===== src/subarray_target_sum_counter_assert.svh =====
// Assertion macros used by the top-level RTL file of the subarray target sum counter.
`ifndef SUBARRAY_TARGET_SUM_COUNTER_ASSERT_SVH
`define SUBARRAY_TARGET_SUM_COUNTER_ASSERT_SVH

// The consequent must hold in the same cycle as the antecedent.
`define SSTC_ASSERT_NOW(label, clk, rst_n, ante, cons, msg) \
    label: assert property (@(posedge clk) disable iff (!rst_n) (ante) |-> (cons)) \
        else $error(msg);

// The consequent must hold in the cycle after the antecedent.
`define SSTC_ASSERT_NEXT(label, clk, rst_n, ante, cons, msg) \
    label: assert property (@(posedge clk) disable iff (!rst_n) (ante) |=> (cons)) \
        else $error(msg);

`endif


===== src/sstc_pkg.sv =====
`default_nettype none

package sstc_pkg;

    localparam int MAX_LEN_DEF = 256;
    localparam int ELEM_W      = 16;
    localparam int SUM_W       = 24;
    localparam int COUNT_W     = 16;
    localparam int PADDR_W     = 3;
    localparam int PDATA_W     = 32;

    localparam logic REG_TARGET_SUM = 1'b0;

    typedef enum logic [1:0] {
        ST_IDLE,
        ST_COUNT,
        ST_DONE
    } t_state;

    typedef struct packed {
        logic update;
        logic shift;
    } t_cell_ctl;

endpackage

`default_nettype wire


===== src/sstc_cell.sv =====
`default_nettype none

module sstc_cell (
    input  wire logic                                i_clk,
    input  wire logic                                i_rst_n,
    input  wire sstc_pkg::t_cell_ctl                 i_ctl,
    input  wire logic signed [sstc_pkg::ELEM_W-1:0]  i_element,
    input  wire logic        [sstc_pkg::SUM_W-1:0]   i_target,
    input  wire logic        [sstc_pkg::SUM_W-1:0]   i_sum_prev,
    input  wire logic                                i_valid_prev,
    input  wire logic                                i_hit_next,
    output logic             [sstc_pkg::SUM_W-1:0]   o_sum,
    output logic                                     o_valid,
    output logic                                     o_hit
);

    logic [sstc_pkg::SUM_W-1:0] r_sum;
    logic                       r_valid;
    logic                       r_hit;
    logic [sstc_pkg::SUM_W-1:0] n_sum;

    assign n_sum = i_sum_prev
        + {{(sstc_pkg::SUM_W - sstc_pkg::ELEM_W){i_element[sstc_pkg::ELEM_W-1]}}, i_element};

    always_ff @(posedge i_clk) begin
        if (!i_rst_n) begin
            r_valid <= 1'b0;
            r_hit   <= 1'b0;
        end else if (i_ctl.update) begin
            r_valid <= i_valid_prev;
            r_hit   <= i_valid_prev && (n_sum == i_target);
        end else if (i_ctl.shift) begin
            r_hit   <= i_hit_next;
        end
    end

    always_ff @(posedge i_clk) begin
        if (i_ctl.update) begin
            r_sum <= n_sum;
        end
    end

    assign o_sum   = r_sum;
    assign o_valid = r_valid;
    assign o_hit   = r_hit;

endmodule

`default_nettype wire


===== config.mk =====
export PLATFORM = sky130hd
export DESIGN_NAME = sstc_cell
export DESIGN_NICKNAME = d
export VERILOG_FILES = /design/src/subarray_target_sum_counter_assert.svh /design/src/sstc_pkg.sv /design/src/sstc_cell.sv
export SDC_FILE = /design/constraint.sdc
export NUM_CORES = 1
export LEC_CHECK = 0
export ABC_CLOCK_PERIOD_IN_PS = 8200
export BUFFER_PORTS_ARGS = -buffer_cell sky130_fd_sc_hd__buf_2
export CORE_UTILIZATION = 54
export CTS_CLUSTER_SIZE = 40
export DETAILED_ROUTE_END_ITERATION = 10
export GPL_TIMING_DRIVEN = 0
export PLACE_DENSITY = 0.9
export SYNTH_ARGS = -nofsm -noshare
export SYNTH_HDL_FRONTEND = slang
export SYNTH_SLANG_ARGS = --single-unit

===== constraint.sdc =====
create_clock -name i_clk -period 8.2 [get_ports i_clk]
set_input_delay 0.41 -clock i_clk [delete_from_list [all_inputs] [get_ports i_clk]]
set_output_delay 0.41 -clock i_clk [all_outputs]
set_load 0.01 [all_outputs]

# ---- After elaboration in Yosys (flattened, before gate mapping)
# Cells that the tools add are included.
dict set report totals {
  ff_bits 26
  latchBits 0
  mem_bits_rw 0
  rom_bits 0
  in_bits 70
  out_inout_bits 26
  word_cells 9
  memories 0
}
dict set report classes {
  add_sub_neg 1
  mul 0
  n_div 0
  order_cmp 0
  eq_ne 1
  n_shift 0
  mux 2
  n_bitwise 0
  n_reduce_logical 2
}
# operator n
set ops {}
lappend ops {{adder 24 bit} 1}
lappend ops {{equality test 24 bit} 1}
lappend ops {{two-way mux 1 bit} 2}
lappend ops {{nonzero test 2 bit} 1}
lappend ops {{logical AND 1 bit} 1}

# ---- Longest topological paths before layout
# Gate-level depths: netlist of run 1.
dict set report logic_depth {
  word_depth 4
  depth_mapped 11
  mapped_depth_nobuf 11
}

# ---- Worst setup path after synthesis of run 1
# No wires, ideal clock.
dict set report synth_timing {
  path_type {input to register}
  from {in i_element[0] (netlist bit)}
  to {reg r_hit, in the netlist o_hit}
  setup_time_ps 84
  t_arrival_ps 2870
  required_ps 8116
  slack_ps 5245
  cell_stages 11
  n_path_buf 0
  cell_sequence {ha_1 -> fa_1 -> a21o_1 -> a221oi_4 -> o21bai_4 -> a2111oi_4 -> nor4bb_1 -> a211oi_2 -> xnor2_1 -> xor2_1 -> o31ai_2}
}
dict set report synth_between {
  elab_chain_cells 4
}
# item line
set synth_lines {}
lappend synth_lines {{from (decl)} sstc_cell.sv:7} ;# input wire logic signed [sstc_pkg::ELEM_W-1:0] i_element,
lappend synth_lines {{adder 24 bit} sstc_cell.sv:23} ;# + {{(sstc_pkg::SUM_W - sstc_pkg::ELEM_W){i_element[sstc_pkg::ELEM_W-1]}}, i_element};
lappend synth_lines {{named net n_sum (one bit)} sstc_cell.sv:20} ;# logic [sstc_pkg::SUM_W-1:0] n_sum;
lappend synth_lines {{equality test 24 bit} sstc_cell.sv:31} ;# r_hit <= i_valid_prev && (n_sum == i_target);
lappend synth_lines {{logical AND 1 bit} sstc_cell.sv:31}
lappend synth_lines {{two-way mux 1 bit} sstc_cell.sv:29} ;# end else if (i_ctl.update) begin
lappend synth_lines {{to (signal assigned)} sstc_cell.sv:31}
lappend synth_lines {{to (signal assigned)} sstc_cell.sv:33} ;# r_hit <= i_hit_next;
lappend synth_lines {{to (decl)} sstc_cell.sv:19} ;# logic r_hit;
# The timed path passes the listed nets, and every way through them passes these cells.
# A chain may end at the register's enable or synchronous reset.

# ---- Worst setup path in the final report of run 1
dict set report layout_timing {
  from {in i_element[0] (netlist bit)}
  to {reg r_hit, in the netlist o_hit}
}
dict set report layout_between {
  elab_chain_cells 4
}
# item line
set layout_lines {}
lappend layout_lines {{adder 24 bit} sstc_cell.sv:23}
lappend layout_lines {{equality test 24 bit} sstc_cell.sv:31}
lappend layout_lines {{logical AND 1 bit} sstc_cell.sv:31}
lappend layout_lines {{two-way mux 1 bit} sstc_cell.sv:29}
# Every way passes these cells.

==> metrics.txt, run 1 <==
met3 WL 422 um; H-tree depth 1; initial antenna violation count 0; final worst path period need 3115 ps; global-route wire length before repair 10.25 mm; FF+latch count, synth 26; final wirelength 6.213 mm; clock skew 0 ps; ANT nets after route 0; CTS Hold Bufs 0; clk slew on worst S/H paths 100 ps; maxcap violations 0; Clock Sink Count 26; Pleak 1.392 nW; top cells by area, synth edfxtp_1, ha_1, xnor2_1, xor2_1, a21oi_1; sequential share of the synthesized area 0.3019; number of synthesis warnings 0; Final Util 0.7095; worst skew pair latency 270 ps; vias per cell 5.897; via count 2,406; final net count 451; FFs w/ async S/R, synth 0; Worst EP required 8400 ps; Max VDD drop 0.00008990 V; Critical Path Start i_element[0]; Layout area overhead 24.28%; chip height 70.31 um; Crit Path Class primary input to flip-flop; vias in the first global route 2,298; total gr overflow 0; Top Metal Used met4; PwrDens 161.9 nW/um^2; Worst Max-Slew Pin Slew 587.8 ps; startpoint of the worst hold path i_rst_n; Unique masters post-synth 55; Total GRT Usage 0.2576; final cycle utilization of the critical path 0.3799; die width 70.31 um; Mapped Avg Cell Area 9.805 sq um; routability cong. 0.8890; layout cells sized above 1 0.3062; setup repair bufs after CTS 0; Max-slew headroom 0.6040; number of synthesized flops with an enable pin 24; IO buf count 95; final HPWL from detailed placement 5.057 mm; fin. max-slew vios 0; row cnt 24; # IOs 96; DR WL/cell 15.23 um; Yosys top cell by area edfxtp_1; First DRT Iteration DRCs 187; max frequency 0.3210 GHz; Final Hold Fails 0; RSZ-0062 raised after global routing no; DIE AREA 4944 sq um; Setup TNS Final 0 ps; post-synthesis cell area 2520 sq um; Initial Util 0.5709; status finished clean; Net Count, Synth 351; most frequent cell after synthesis xnor2_1; Final setup viols 0; R2R setup slack 7360 ps; Core ar. 4414 sq um; CTS resizes 0; DRC viols 0; CTS tree done; Post-Syn Instances 257; kind of start point of the critical path primary input; cts bufs inserted 3; Worst EP arrival 3320 ps; Antenna diodes 0; clock tree buffer depth 2; routed length on met1 2.533 mm; Crit Path Max Fanout 6; CP Capture Type flip-flop; top cell type's share of synthesized area 0.2860; pin count of the biggest net entering global routing 28; path type of the worst min-delay path primary input to flip-flop; DRT Pass-1 Iters 5; Post-synth top flop edfxtp_1; R2R Path Start o_hit; synth cell count leaders xnor2_1, a21oi_1, edfxtp_1; clock root buffer clkbuf_8; Met2 Wirelength 3.173 mm
[final cells by class]
type	instances	area, sq um
Buffer	4	22.52
Clock buffer	3	41.29
Clock inverter	1	30.03
Fill cell	334	1282
Inverter	3	11.26
Multi-Input combinational cell	224	1725
Sequential cell	26	760.7
Tap cell	52	65.06
Timing Repair Buffer	95	475.5
[cells by family (layout without fill, tap and decap cells)]
family | count (synthesis) | in the layout | share of synthesized area
buffers and inverters | 7 | 106 | 0.01341
xor gates and xnor gates | 51 | 51 | 0.1996
muxes | 3 | 3 | 0.01241
DFF | 26 | 26 | 0.3019
and+or+nand+nor | 76 | 76 | 0.1564
adders and majority gates | 24 | 24 | 0.1221
AOI/OAI and AO/OA | 70 | 70 | 0.1942
[state kept, by name, indices dropped and copies added (netlist names)]
signal and cells:
o_valid 1, o_sum 24, o_hit 1
[stage by stage]
| stage | worst slack, ps | instance area, sq um | hold slack [ps] | instances | power [mW] |
|---|---|---|---|---|---|
| final | 5085 | 3132 | 395.5 | 408 | 0.5072 |
| after global routing | 4945 | 3132 | 411.1 | 408 | 0.5341 |
| after CTS | 5093 | 3132 | 396.8 | 408 | 0.5037 |
| after detailed placement | 4809 | 3060 | 530.2 | 404 | 0.3974 |
| after global placement | 4910 | 3060 | 494.3 | 404 | 0.3900 |
| after floorplan | 5245 | 2520 | 522.5 | 257 | 0.3273 |
[final timing paths]
path / endpoint / cells after the start
worst min-delay path: o_valid / 2
worst max-delay path: o_hit / 12
worst min register to register: o_valid / 2
worst max register to register: o_hit / 3
[placed cells by master (no fill, tap or decap), types with 6 or more instances in the layout]
master,count
buf_2,95
xnor2_1,29
a21oi_1,24
edfxtp_1,24
ha_1,23
nand2_1,22
o21ai_0,18
xor2_1,18
nor2_1,12
nand4_1,6
nor3_1,6
[routing by layer]
metal  up-vias  GRT usage
met5         -          0
met1      1127     0.3309
met3        10    0.01587
met4         0    0.06889
met2       105     0.4646
li1       1164          -
[power by group]
part	leakage (nW)	internal (mW)	switching, mW	total [mW]
Clock	0.0357	0.0654	0.0432	0.109
Sequential	0.251	0.172	0.00487	0.177
Combinational	1.10	0.0987	0.123	0.221
[worst max-delay path: stages]
cell and delay, ps:
buf_2 100, ha_1 230, fa_1 420, a21o_1 220, a221oi_4 410, o21bai_4 180
a21oi_1 330, o21ai_0 250, xnor2_1 190, nor3_1 230, nand4_1 140, o31ai_2 190
No activity file was read; power rests on OpenSTA's default activity.
==> run 2, diff against run 1 <==
Settings changed: ABC_AREA from default to 1, ABC_CLOCK_PERIOD_IN_PS 8200 to 2800, CORE_UTILIZATION 54 to 48, PLACE_DENSITY 0.9 to 0.81.
Clock period 8.2 ns to 2.8 ns, I/O delays scaled along.
==> run 2 against run 1 <==
Effect of this change:
- sequential share of layout area decreased by 4.4 points
- via count rose by 46%
- hold slack worse by 290 ps
- final cell count grew 71%
- clock power increased to 2.9 times the previous value
- synthesized cell count up 100%
- largest power group unchanged
- highest routed layer unchanged
==> metrics.txt, run 2 <==
DRT Pass-1 Iters 5 (unchanged); Worst EP required 3020 ps (-5380 ps); status finished clean; Mapped Avg Cell Area 6.103 sq um (-38%); DR WL/cell 11.56 um (-24%); DRC viols 0 (unchanged); clk slew on worst S/H paths 100 ps (about the same); max FFs per register 24 (unchanged); combinational share of power 0.451 (+0.015); clock skew 0 ps (unchanged); final HPWL from detailed placement 7.042 mm (+39%); vias per cell 5.042 (-15%); final worst path period need 2279 ps; Pleak 2.339 nW (+68%); cts bufs inserted 3 (unchanged); routability cong. 0.9200 (+3.5%); PwrDens 391.3 nW/um^2 (+140%); sequential share of the synthesized area 0.2388 (-0.06308); Final Hold Fails 0 (unchanged); Internal 938.7 uW (+180%); Yosys top cell by area nand2_1; fin. max-slew vios 0 (unchanged); total gr overflow 0 (unchanged); Crit Path Class primary input to flip-flop; pin count of the biggest net entering global routing 28 (unchanged); top cells by area, synth nand2_1, edfxtp_1, inv_1, ha_1, nand3_1; Clock Sink Count 26 (unchanged); IO buf count 95 (unchanged); design area 3829 sq um (+22%); area of placed instances 3757 sq um (+23%); Reg power frac 0.335 (-0.015); Worst EP arrival 2500 ps (-820 ps); chip height 83.47 um (+19%); vias in the first global route 3,109 (+35%); CP Capture Type flip-flop; clock tree buffer depth 2 (unchanged); synth cell count leaders nand2_1, inv_1, nand3_1; switching share of power 0.3734 (+0.03701); CTS Hold Bufs 0 (unchanged); max frequency 0.4387 GHz; Worst Max-Slew Pin Slew 635.1 ps (+47.25 ps); most frequent cell after synthesis nand2_1; Max VDD drop 0.0002824 V (+210%); Net Count, Synth 616 (+75%); FF+latch count, synth 26 (unchanged); Psw 559.4 uW (+230%); worst skew pair latency 280 ps (about the same); via count 3,519 (+46%); most frequent cells in the layout nand2_1, inv_1, buf_2, nand3_1, nor2_1; DIE AREA 6966 sq um (+41%); CTS resizes 0 (unchanged); Crit Path Max Fanout 4 (-2); number of synthesis warnings 0 (unchanged); commonest non-fill, non-tap cell in the layout nand2_1; row cnt 29 (+21%); Setup TNS Final 0 ps (unchanged); Max-slew headroom 0.5766 (-0.02736); kind of start point of the critical path primary input; CTS tree done; ANT nets after route 0 (unchanged); path type of the worst min-delay path primary input to flip-flop; Layout area overhead 20.19%; Core ar. 6386 sq um (+45%); H-tree depth 1 (unchanged); Post-synth top flop edfxtp_1; global-route wire length before repair 13.19 mm (+29%); Final setup viols 0 (unchanged); RSZ-0062 raised after global routing no; Post-Syn Instances 522 (+100%); Unique masters post-synth 29 (-47%); Antenna diodes 0 (unchanged); final net count 716 (+59%); initial antenna violation count 0 (unchanged); First DRT Iteration DRCs 145 (-22%); die width 83.47 um (+19%); top cell type's share of synthesized area 0.2451 (-0.04091); layout cells sized above 1 0.2029 (-0.1033); # IOs 96 (unchanged); FFs w/ async S/R, synth 0 (unchanged); number of synthesized flops with an enable pin 24 (unchanged); final wirelength 8.067 mm (+30%); clock root buffer clkbuf_8; final cycle utilization of the critical path 0.8141; setup repair bufs after CTS 0 (unchanged); maxcap violations 0 (unchanged); clock share of power 0.214 (about the same); Initial Util 0.4988 (-0.07204); Total GRT Usage 0.2319 (-0.02567); post-synthesis cell area 3186 sq um (+26%)
==> run 2: cell count changes in the layout (fill, tap and decap cells not counted), moves of 6 or more <==
cell	previous run	this run
nand2_1	22	208
inv_1	3	104
nand3_1	4	54
xnor2_1	29	2
nor2_1	12	33
o21ai_0	18	2
xor2_1	18	2
a21oi_1	24	14
nand2_2	0	8
nand4_1	6	13
nor3_1	6	0
==> run 2: metrics by stage <==
stage / total power [mW] / hold WS, ps / util / cells / worst slack (ps)
5_1_grt: 1.607 / 123.6 / 0.5995 / 698 / 363.3
6_report: 1.498 / 100.6 / 0.5995 / 698 / 520.6
3_3_place_gp: 1.159 / 401.6 / 0.5884 / 694 / 372.5
4_1_cts: 1.500 / 100.5 / 0.5995 / 698 / 576.1
3_5_place_dp: 1.181 / 399.9 / 0.5884 / 694 / 287.6
2_1_floorplan: 0.9687 / 252.5 / - / 522 / 908.7
==> run 2: final timing paths <==
path         slack (ps)         start       to  depth (start not counted)
max reg2reg        2060         o_hit    o_hit                          2
max                 520  i_element[0]    o_hit                         18
min                 100       i_rst_n    o_hit                          3
min reg2reg         490       o_valid  o_valid                          2
==> run 2: cell families (layout without fill, tap and decap cells) <==
kind of cell,count (synthesis),in the layout,synth area share
AO/OA/AOI/OAI,24,24,0.04556
XOR/XNOR,6,6,0.02514
adder cells (fa/ha/maj),24,24,0.09662
buffers and inverters,104,203,0.1225
flip-flops,26,26,0.2388
AND/OR/NAND/NOR,338,338,0.4713
==> run 2: power by group through the flow <==
stage | logic, mW | registers [mW] | clock network, mW
final | 0.676 | 0.501 | 0.321
after global routing | 0.763 | 0.506 | 0.337
after CTS | 0.672 | 0.502 | 0.326
after detailed placement | 0.669 | 0.511 | 0
after global placement | 0.650 | 0.509 | 0
after floorplan | 0.426 | 0.543 | 0
==> run 2: cell type report <==
type                            instances  area [sq um]
Clock buffer                            3         41.29
Inverter                              104         390.4
Clock inverter                          1         30.03
Sequential cell                        26         760.7
Tap cell                               77         96.34
Multi-Input combinational cell        392          2034
Fill cell                             623          2557
Timing Repair Buffer                   95         475.5
==> run 2: critical path, cell delays in order <==
cell	delay, ps
buf_2	100
ha_1	250
fa_1	420
nand3_1	110
nand3_1	150
nand2_1	150
nand2_1	120
nand3_2	110
nand2_1	60
nand2_1	130
nand2_1	110
nand2_1	70
nand2_1	50
nor2_1	90
nand2_1	50
nor2_1	170
nand2_1	110
a21oi_2	120
==> run 2: per-layer routing <==
metal  part of all wire  vias up  global-route usage  routed length [um]
met4              0.021        0             0.07550                 172
met3              0.056       20             0.02077                 452
met1               0.47     1531              0.3146                3809
li1                   -     1842                   -                   -
met5                  0        -                   0                   0
met2               0.45      126              0.3905                3633
